File: config.mk
export PLATFORM = sky130hd
export DESIGN_NAME = eht_hash
export DESIGN_NICKNAME = d
export VERILOG_FILES = /design/src/hw/rtl/assert_macros.svh /design/src/hw/rtl/eht_pkg.sv /design/src/hw/rtl/eht_hash.sv
export SDC_FILE = /design/constraint.sdc
export NUM_CORES = 1
export LEC_CHECK = 0
export BUFFER_PORTS_ARGS = -buffer_cell sky130_fd_sc_hd__buf_2
export CAP_MARGIN = 20
export CORE_MARGIN = 3
export CORE_UTILIZATION = 38
export DETAILED_ROUTE_END_ITERATION = 8
export PLACE_DENSITY = 0.95
export SYNTH_ARGS = -nofsm -noshare
export SYNTH_HDL_FRONTEND = slang
export SYNTH_SLANG_ARGS = --single-unit
File: constraint.sdc
create_clock -name vclk -period 2.48
set_clock_uncertainty 0.2 [all_clocks]
set_input_delay 0.124 -clock vclk [all_inputs]
set_output_delay 0.124 -clock vclk [all_outputs]
set_load 0.02 [all_outputs]
File: src/hw/rtl/assert_macros.svh
// Assertion macros shared by the RTL of the endpoint identifier hash table.
// No dependencies; included by the modules that carry assertions.
`ifndef ASSERT_MACROS_SVH
`define ASSERT_MACROS_SVH

// Checked on every rising edge outside reset.
`define EHT_ASSERT(label, clk, rst, prop, msg) \
   label: assert property (@(posedge clk) disable iff (rst) prop) else $error(msg);

// Checked on every rising edge, reset included.
`define EHT_ASSERT_ALWAYS(label, clk, prop, msg) \
   label: assert property (@(posedge clk) prop) else $error(msg);

`endif

File: src/hw/rtl/eht_pkg.sv
// Package for the endpoint identifier hash table: key type, codes and widths.
// No dependencies; used by the channel interfaces and every module.
`timescale 1ns / 1ps

package eht_pkg;

   localparam int KEY_BYTES   = 20;
   localparam int BUCKETS     = 256;
   localparam int BUCKET_BITS = 8;
   localparam int HANDLE_W    = 16;
   localparam int CMD_W       = 2;
   localparam int STATUS_W    = 2;

   localparam logic [CMD_W-1:0] CMD_LOOKUP = 2'd0;
   localparam logic [CMD_W-1:0] CMD_INSERT = 2'd1;
   localparam logic [CMD_W-1:0] CMD_DELETE = 2'd2;

   localparam logic [STATUS_W-1:0] ST_DONE = 2'd0;
   localparam logic [STATUS_W-1:0] ST_DUP  = 2'd1;
   localparam logic [STATUS_W-1:0] ST_FULL = 2'd2;
   localparam logic [STATUS_W-1:0] ST_MISS = 2'd3;

   typedef struct packed {
      logic [31:0] top;
      logic [63:0] mid;
      logic [63:0] low;
   } eht_key_type;

endpackage

File: src/hw/rtl/eht_hash.sv
// Bucket hash: the XOR of all twenty key bytes.
// Depends on eht_pkg for the key type and bucket width.
`timescale 1ns / 1ps

module eht_hash (
   input  eht_pkg::eht_key_type            key,
   output logic [eht_pkg::BUCKET_BITS-1:0] bucket
);
   import eht_pkg::*;

   logic [63:0] folded;

   assign folded = key.low ^ key.mid ^ {32'd0, key.top};

   always_comb begin
      bucket = '0;
      for (int i = 0; i < 8; i++) begin
         bucket = bucket ^ folded[8*i +: BUCKET_BITS];
      end
   end

endmodule

# Word-level counts from Yosys, hierarchy flattened
# Cells that the tools add are included.
dict set report word_totals {
  elab_cells 9
  reg_bits 0
  inputBits 160
}
dict set report classes {
  bitwise 9
}
# op count
set op_table {}
lappend op_table {{64-bit by 32-bit XOR with 64-bit output} 1}
lappend op_table {{64-bit XOR} 1}
lappend op_table {{8-bit XOR} 7}

# Depth between registers and ports, before layout
dict set report logic_depth {
  depth_word 9
  ltp_mapped 4
}

# Worst setup path before layout
# No wires, ideal clock.
dict set report synth_path {
  path_type {input-to-output}
  startpoint {input key[24] (netlist name)}
  endpoint {output bucket[0] (netlist name)}
  required_time_ns 2.156
  arrival_time_ns 1.234
  stages 4
  setup_slack_ns 0.922
  cell_sequence {xor2_1 xnor2_1 xnor3_1 xnor2_1}
}
dict set report synth_via {
  elab_chain_len 7
}
# element line
set synth_rtl {}
lappend synth_rtl {{from (decl)} eht_hash.sv:6} ;# input eht_pkg::eht_key_type key,
lappend synth_rtl {{64-bit XOR} eht_hash.sv:13} ;# assign folded = key.low ^ key.mid ^ {32'd0, key.top};
lappend synth_rtl {{64-bit by 32-bit XOR with 64-bit output} eht_hash.sv:13}
lappend synth_rtl {{8-bit XOR (5 in a row)} eht_hash.sv:18} ;# bucket = bucket ^ folded[8*i +: BUCKET_BITS];
lappend synth_rtl {{to (decl)} eht_hash.sv:7} ;# output logic [eht_pkg::BUCKET_BITS-1:0] bucket
# Every way passes these cells.

# Worst setup path in the final report
# Same ends and word-level chain as after synthesis.

==> impl_results.md <==
- Status: finished clean
- WP data required: 2160 ps
- Hold crit path type: in -> out
- Final-layout fill cell count: 302
- CP arrival: 1360 ps
- Layout cells sized above 1: 0.564
- Routed wire length: 3730 um
- Placed cell count: 358
- Commonest non-fill, non-tap cell in the layout: buf_2
- Startpoint Class: input port
- CP max FO: 1
- Hold Path Origin: key[0]
- Kind of cell adding the most delay to the critical path: XOR/XNOR gates
- DR iter-0 viols: 7
- Multi-input gate area: 0.00143 mm2
- Fin crit period: 1680 ps
- First-pass GRT wire length: 5380 um
- Storage element area: 0 um2
- Synthesis-to-finish area growth: 62.8%
- Die Y: 67.4 um
- Max_cap viols: 0
- Max Freq: 594 MHz
- Port Buffer Count: 168
- Setup WS pre-CTS: 780 ps
- Synth top area share: 0.685
- CP endpoint kind: output pin
- PnR worst setup slack: 797 ps
- Gr usage total: 0.148
- Slew @ Worst Pin: 269 ps
- Syn Area/Cell: 9.94 um2
- Clock Buffer Count: 0
- Die ar.: 0.00454 mm2
- Number of hold buffers added after CTS: 0
- Hold Path Sink: bucket[0]
- Synth area leaders: xnor2_1 (69%), xnor3_1 (13%), xor2_1 (9.8%)
- TNS Setup: 0 ps
- Commonest non-fill, non-tap cells in the layout: buf_2 (168), xnor2_1 (112), xor2_1 (16)
- Num rows: 21
- Final ANT Viol Nets: 0
- Vias/cell: 4.28
- Hpwl dp: 3730 um
- Drt first pass iters: 4
- Yosys top cell by area: xnor2_1
- Crit Path Category: in -> out
- Seq/Total Area, Yosys: 0
- Slew headroom: 0.820
- Post-CTS Setup Bufs: 0
- Syn_nets: 304
- Vias: 1532
- Warnings from Yosys: 0
- Chip width: 67.4 um
- Placeable Area: 0.00347 mm2
- Part of the cycle the worst path needs: 0.678
- Final max-slew violation count: 0
- Buf/Inv on CP: 2
- Largest net degree at the start of global routing: 2
- Total I/O pin count: 168
- Syn Std Cell Area: 0.00143 mm2
- Drt wl/cell: 10.4 um
- Cell variety after synth: 4
- Hold path depth: 6
- GP Congestion: 0.665
- Peak VDD IR: 0.000335 V
- Initial antenna violation count: 0
- Endpoints failing hold: 0
- Setup violators final: 0
- Max stage delay on crit path: 450 ps
- Initial core utilization: 0.413
- Unrepaired setup endpoints after global routing: no
- DRC violations left: 0
- Leak: 1.15 nW
- Post-Syn Instances: 144
- Vias in the first global route: 1524
- Total gr overflow: 0
- # diodes: 0
- Sequential cells: 0
- Pwr Density: 466 mW/mm2
- CP Cell Sequence: buf_2 -> xor2_1 -> xnor2_1 -> xnor3_1 -> xnor2_1 -> buf_2
- Slowest-stage cell, CP: xnor3_1
- Nets: 474
- Post-route insts no fill: 358
- Resized Gates After CTS: 0
power by group:
part           internal [mW]  switching [mW]  total (mW)
Sequential                 0               0           0
Clock                      0               0           0
Combinational          0.589           0.496        1.08
per-stage QoR:
stage | hold slack (ps) | total power [mW] | util | instance area (um2)
global placement | 694 | 1.07 | 0.672 | 2330
global route | 740 | 1.17 | 0.672 | 2330
finish | 693 | 1.08 | 0.672 | 2330
floorplan | 530 | 0.773 | - | 1430
detailed placement | 702 | 1.10 | 0.672 | 2330
CTS | 704 | 1.10 | 0.672 | 2330
per-layer routing:
layer,part of all wire,vias up,track usage
met5,0,-,0
met4,0.011,0,0.0228
met3,0.091,4,0.0116
met2,0.66,68,0.373
met1,0.24,684,0.108
li1,-,776,-
cell usage after synthesis (all sizes together):
master and count:
xnor2 120, xnor3 8, xor2 16
how the worst max path moves through the flow:
stage          depth (start not counted)  slack (ps)   endpoint    start
3_3_place_gp                           6         850  bucket[7]  key[31]
3_5_place_dp                           6         780  bucket[0]  key[24]
6_report                               6         800  bucket[0]  key[24]
5_1_grt                                6         710  bucket[7]  key[23]
4_1_cts                                6         770  bucket[0]  key[24]
2_1_floorplan                          4         920  bucket[0]  key[24]
final cells by class:
class	count	share of cell area
tap	46	0.0247
multi-input combinational	144	0.614
timing repair buffer	168	0.361
kinds of logic after synthesis:
family	after synthesis	synth area share
XOR/XNOR	144	1.00
No activity file was read; power rests on OpenSTA's default activity.
