### src/hw/rtl/assert_macros.svh
// Assertion macros shared by the RTL of the endpoint identifier hash table.
// No dependencies; included by the modules that carry assertions.
`ifndef ASSERT_MACROS_SVH
`define ASSERT_MACROS_SVH

// Checked on every rising edge outside reset.
`define EHT_ASSERT(label, clk, rst, prop, msg) \
   label: assert property (@(posedge clk) disable iff (rst) prop) else $error(msg);

// Checked on every rising edge, reset included.
`define EHT_ASSERT_ALWAYS(label, clk, prop, msg) \
   label: assert property (@(posedge clk) prop) else $error(msg);

`endif

### src/hw/rtl/eht_pkg.sv
// Package for the endpoint identifier hash table: key type, codes and widths.
// No dependencies; used by the channel interfaces and every module.
`timescale 1ns / 1ps

package eht_pkg;

   localparam int KEY_BYTES   = 20;
   localparam int BUCKETS     = 256;
   localparam int BUCKET_BITS = 8;
   localparam int HANDLE_W    = 16;
   localparam int CMD_W       = 2;
   localparam int STATUS_W    = 2;

   localparam logic [CMD_W-1:0] CMD_LOOKUP = 2'd0;
   localparam logic [CMD_W-1:0] CMD_INSERT = 2'd1;
   localparam logic [CMD_W-1:0] CMD_DELETE = 2'd2;

   localparam logic [STATUS_W-1:0] ST_DONE = 2'd0;
   localparam logic [STATUS_W-1:0] ST_DUP  = 2'd1;
   localparam logic [STATUS_W-1:0] ST_FULL = 2'd2;
   localparam logic [STATUS_W-1:0] ST_MISS = 2'd3;

   typedef struct packed {
      logic [31:0] top;
      logic [63:0] mid;
      logic [63:0] low;
   } eht_key_type;

endpackage

### src/hw/rtl/eht_valid_ram.sv
// Valid store: one row of way valid bits for each bucket.
// Depends on eht_pkg for the bucket count and width.
`timescale 1ns / 1ps

module eht_valid_ram #(
   parameter int WAYS = 4
) (
   input  logic                            clock,
   input  logic                            wr_en,
   input  logic [eht_pkg::BUCKET_BITS-1:0] wr_addr,
   input  logic [WAYS-1:0]                 wr_row,
   input  logic                            rd_en,
   input  logic [eht_pkg::BUCKET_BITS-1:0] rd_addr,
   output logic [WAYS-1:0]                 rd_row
);
   import eht_pkg::*;

   logic [WAYS-1:0] row_mem [BUCKETS];
   logic [WAYS-1:0] rd_row_ff;

   always_ff @(posedge clock) begin
      if (wr_en) begin
         row_mem[wr_addr] <= wr_row;
      end
      if (rd_en) begin
         rd_row_ff <= row_mem[rd_addr];
      end
   end

   assign rd_row = rd_row_ff;

endmodule

### config.mk
export PLATFORM = sky130hd
export DESIGN_NAME = eht_valid_ram
export DESIGN_NICKNAME = d
export VERILOG_FILES = /design/src/hw/rtl/assert_macros.svh /design/src/hw/rtl/eht_pkg.sv /design/src/hw/rtl/eht_valid_ram.sv
export SDC_FILE = /design/constraint.sdc
export NUM_CORES = 1
export LEC_CHECK = 0
export ABC_AREA = 1
export BUFFER_PORTS_ARGS = -buffer_cell sky130_fd_sc_hd__buf_2
export CORE_MARGIN = 4
export CORE_UTILIZATION = 35
export DETAILED_ROUTE_END_ITERATION = 7
export SLEW_MARGIN = 20
export SYNTH_ARGS = -nofsm -noshare
export SYNTH_HDL_FRONTEND = slang
export SYNTH_SLANG_ARGS = --single-unit
### constraint.sdc
create_clock -name clock -period 4.7 [get_ports clock]
set_clock_uncertainty 0.1 [all_clocks]
set_input_delay 0.47 -clock clock [delete_from_list [all_inputs] [get_ports clock]]
set_output_delay 0.47 -clock clock [all_outputs]
set_load 0.02 [all_outputs]
==> Word level (Yosys, flattened, before mapping) <==
Memory sizes are Yosys's and may differ from the RTL's. A register that Yosys moved wholly into a read port is not among the register bits.
Index checks and enable logic that the tools add are counted.
{ "op_classes": {"addsub": 0, "mul": 0, "div": 0, "order_cmp": 0, "eq_ne": 0, "shifts": 0, "muxes": 2, "bitwise_logic": 0, "n_reduce_logical": 0} }
{ "ops": {"columns": ["cell", "n"], "rows": [
  ["1-bit two-way mux", 2]
]} }
{ "word_totals": {"regBits": 0, "latchBits": 0, "mem_bits_rw": 1024, "rom_bits": 0, "in_bits": 23, "output_inout_bits": 4, "elab_cells": 3, "n_memories": 1} }
{ "memory_table": {"columns": ["memory", "depth", "word_bits", "read_ports", "rd_ports_with_merged_regs", "wr", "line_no", "text"], "rows": [
  ["row_mem", 256, 4, 1, 1, 1, "eht_valid_ram.sv:18", "logic [WAYS-1:0] row_mem [BUCKETS];"]
]} }

==> Logic depth before layout (Yosys ltp) <==
{ "depth": {"ltp_word": 2, "ltp_mapped": 14, "ltp_nobuf": 11} }

==> Worst setup path after synthesis <==
OpenSTA, ideal clock, no wires.
{ "synth_timing": {"kind": "input to register", "start": "input port rd_addr[1] (netlist bit)", "end": "register rd_row_ff[1], in the netlist rd_row[1], read port of row_mem, data pin", "setup_time_ns": 0.253, "arrival_ns": 1.552, "t_required_ns": 4.347, "setup_slack_ns": 2.795, "path_stages": 13, "path_buffers": 3, "path_cell_list": "buf_2 -> inv_2 -> buf_2 -> buf_2 -> nand3_1 -> nand3_1 -> nand3_1 -> nand3_1 -> nand2_1 -> nand2_1 -> nand3_1 -> nand3_1 -> nand2_1"} }
{ "synth_rtl": {"columns": ["item", "line_no", "text"], "rows": [
  ["start: declaration", "eht_valid_ram.sv:13", "input logic [eht_pkg::BUCKET_BITS-1:0] rd_addr,"],
  ["end: declaration", "eht_valid_ram.sv:19", "logic [WAYS-1:0] rd_row_ff;"]
]} }

==> run metrics <==
Fin. Hold Viols 0; Pwr per Cell Area between 400 and 500 nW/um^2; Static Leak 15.97 nW; post-route ant nets 0; CORE AREA ~120000 sq um; Unique masters post-synth 13; area added between synthesis and finish 9.907%; first-iteration detailed-routing DRC count 3162; CP Data Required Time 5140 ps; post_cts resized 0; post-DR vias/cell 5.234; Rows 128; Initial DRT Pass Iterations 6; mapped cell area 42860 sq um; starting density of the core 0.3522; crit path max fanout approximately 170; multiplexer share of the synthesized area 0; layout cells sized above 1 0.05890; largest net degree at the start of global routing about 180; VDD IR-drop max 0.2750 mV; gp weighted congestion between 0.8 and 0.9; hold_sp rd_en; # port buffers 26; die height ~360 um; Worst-path clk slew ~70 ps; half-perimeter wire length after placement 64560 um; Worst Setup End Kind flop; net count after synthesis ~3.7k; Worst Path Arrival 3180 ps; Slew headroom 0.3237; Synth Area in Simple Gates 0.2387; number of global-route vias before repair 26.53k; clk_lat worst skew 670 ps; sequential share of the synthesized area 0.7202; DIE AREA 128100 sq um; FF-to-FF setup slack 2770 ps; synth warn 0; worst setup path start rd_addr[0]; Startpoint Class input port; Yosys reg bits just over 1k; number of antenna violations at the first check in global routing 6; leading cell type in the layout, fill and taps excluded nand2_1; number of remaining DRC errors 0; Hold Buf Count CTS 0; Clock Sinks 1028; post-CTS setup buffers 0; Adder-Cell Fraction of Synth Area 0; total number of vias 27.97k; Final setup viols 0; Worst-Margin Slew 1013 ps; global-route wire length before repair between 150000 and 200000 um; clk buf depth 3; Total GRT Usage 0.1727; Top Ports 27; cts bufs inserted 100; Remaining Overflow, GRT 0; Filler Cell Count 11.65k; Mean Syn Cell Area 11.52 sq um; compound-gate portion of the synthesized area 0; NumNets Final 3661; synthesized instance count around 3.7k; max_cap viols 0; period utilization 0.5827; Post-Synth XOR/XNOR Area 0; outcome finished clean; CTS H-tree lvls 3; die outline width 358.0 um; Storage cell area 30870 sq um; Clk Tree Root Cell clkbuf_16; RR Startpoint row_mem[154][1]$_DFFE_PP_; fmax roughly 370 MHz; post-route cell area roughly 47000 sq um; Setup CP Type in2reg; Total Wirelength 112600 um; final slew viol count 0; post-route setup TNS 0 ps; commonest non-fill, non-tap cells in the layout nand2_1, edfxtp_1, nand3_1, nor2_1, clkbuf_16; RSZ-0062 raised after global routing false; Hold WC Path Type in2reg; mean routed wirelength per cell between 20 and 25 um; largest family of logic cells by synthesized area simple AND/OR/NAND/NOR gates; Period minus WS final 2738 ps; dpl cell area 44030 sq um; area of the multi-input gates around 10000 sq um; CTS tree yes
registers in the layout (all words and copies together), names as in the netlist:
| name | flops |
|---|---|
| row_mem | 1024 |
| rd_row | 4 |
worst max-delay path, cell delays in order:
cell and delay (ps):
buf_8 200, inv_16 340, buf_4 690, nand2_1 100, nand3_1 100, nand3_1 80
nand3_1 150, nand3_1 130, nand2_1 170, nand2_1 90, nand3_1 110, nand3_1 80
nand2_1 80
cells by family (layout without fill, tap and decap cells):
kind of cell	after synthesis	after routing
buf+inv	295	293
other cells	0	1
flops	1028	1028
simple gates	2397	2397
final cells by class:
cell class,instances,area share
clock buffers,116,0.05529
diodes,1,0.00005312
repair buffers,72,0.01503
well taps,1625,0.04316
flip-flops and latches,1028,0.6552
inverters,39,0.003665
clock inverters,66,0.009986
multi-input cells,2397,0.2176
final timing paths:
kind / end / cells after the start
worst max-delay path: rd_row[1]$_DFFE_PP_ / 13
worst min-delay path: rd_row[3]$_DFFE_PP_ / 1
worst max register to register: rd_row[1]$_DFFE_PP_ / 10
worst min register to register: rd_row[2]$_DFFE_PP_ / 10
synth_stat cells (all sizes together):
master  number  area share
nand2     1127       0.099
edfxtp    1028        0.72
nand3      987        0.12
nor2       283       0.025
buf        203       0.033
clkbuf      53      0.0046
inv         39      0.0036
through the flow:
stage / setup slack (ps) / util / power [mW] / hold slack, ps / cells
floorplan: 2795 / - / 11.00 / 468.9 / 3720
global placement: 1435 / 0.3618 / 11.45 / 748.1 / 5161
detailed placement: 1422 / 0.3618 / 11.45 / 750.8 / 5161
CTS: 2137 / 0.3870 / 18.98 / 32.39 / 5343
global route: 1901 / 0.3870 / 19.47 / 47.76 / 5343
finish: 1962 / 0.3871 / 18.87 / 90.43 / 5344
per-layer routing:
metal,vias up,track usage,part of all wire
met2,1233,0.2638,0.45
met3,173,0.03860,0.095
met1,13670,0.2472,0.43
li1,12890,-,-
met5,-,0,0.00023
met4,4,0.05126,0.027
power breakdown:
| part | switching, mW | leakage [nW] | internal, mW | total [mW] |
|---|---|---|---|---|
| combinational | 0.873 | 5.24 | 0.266 | 1.14 |
| clock | 3.38 | 1.49 | 4.23 | 7.61 |
| sequential | 0.0131 | 9.24 | 10.1 | 10.1 |
Power figures use the tool's default switching activity.
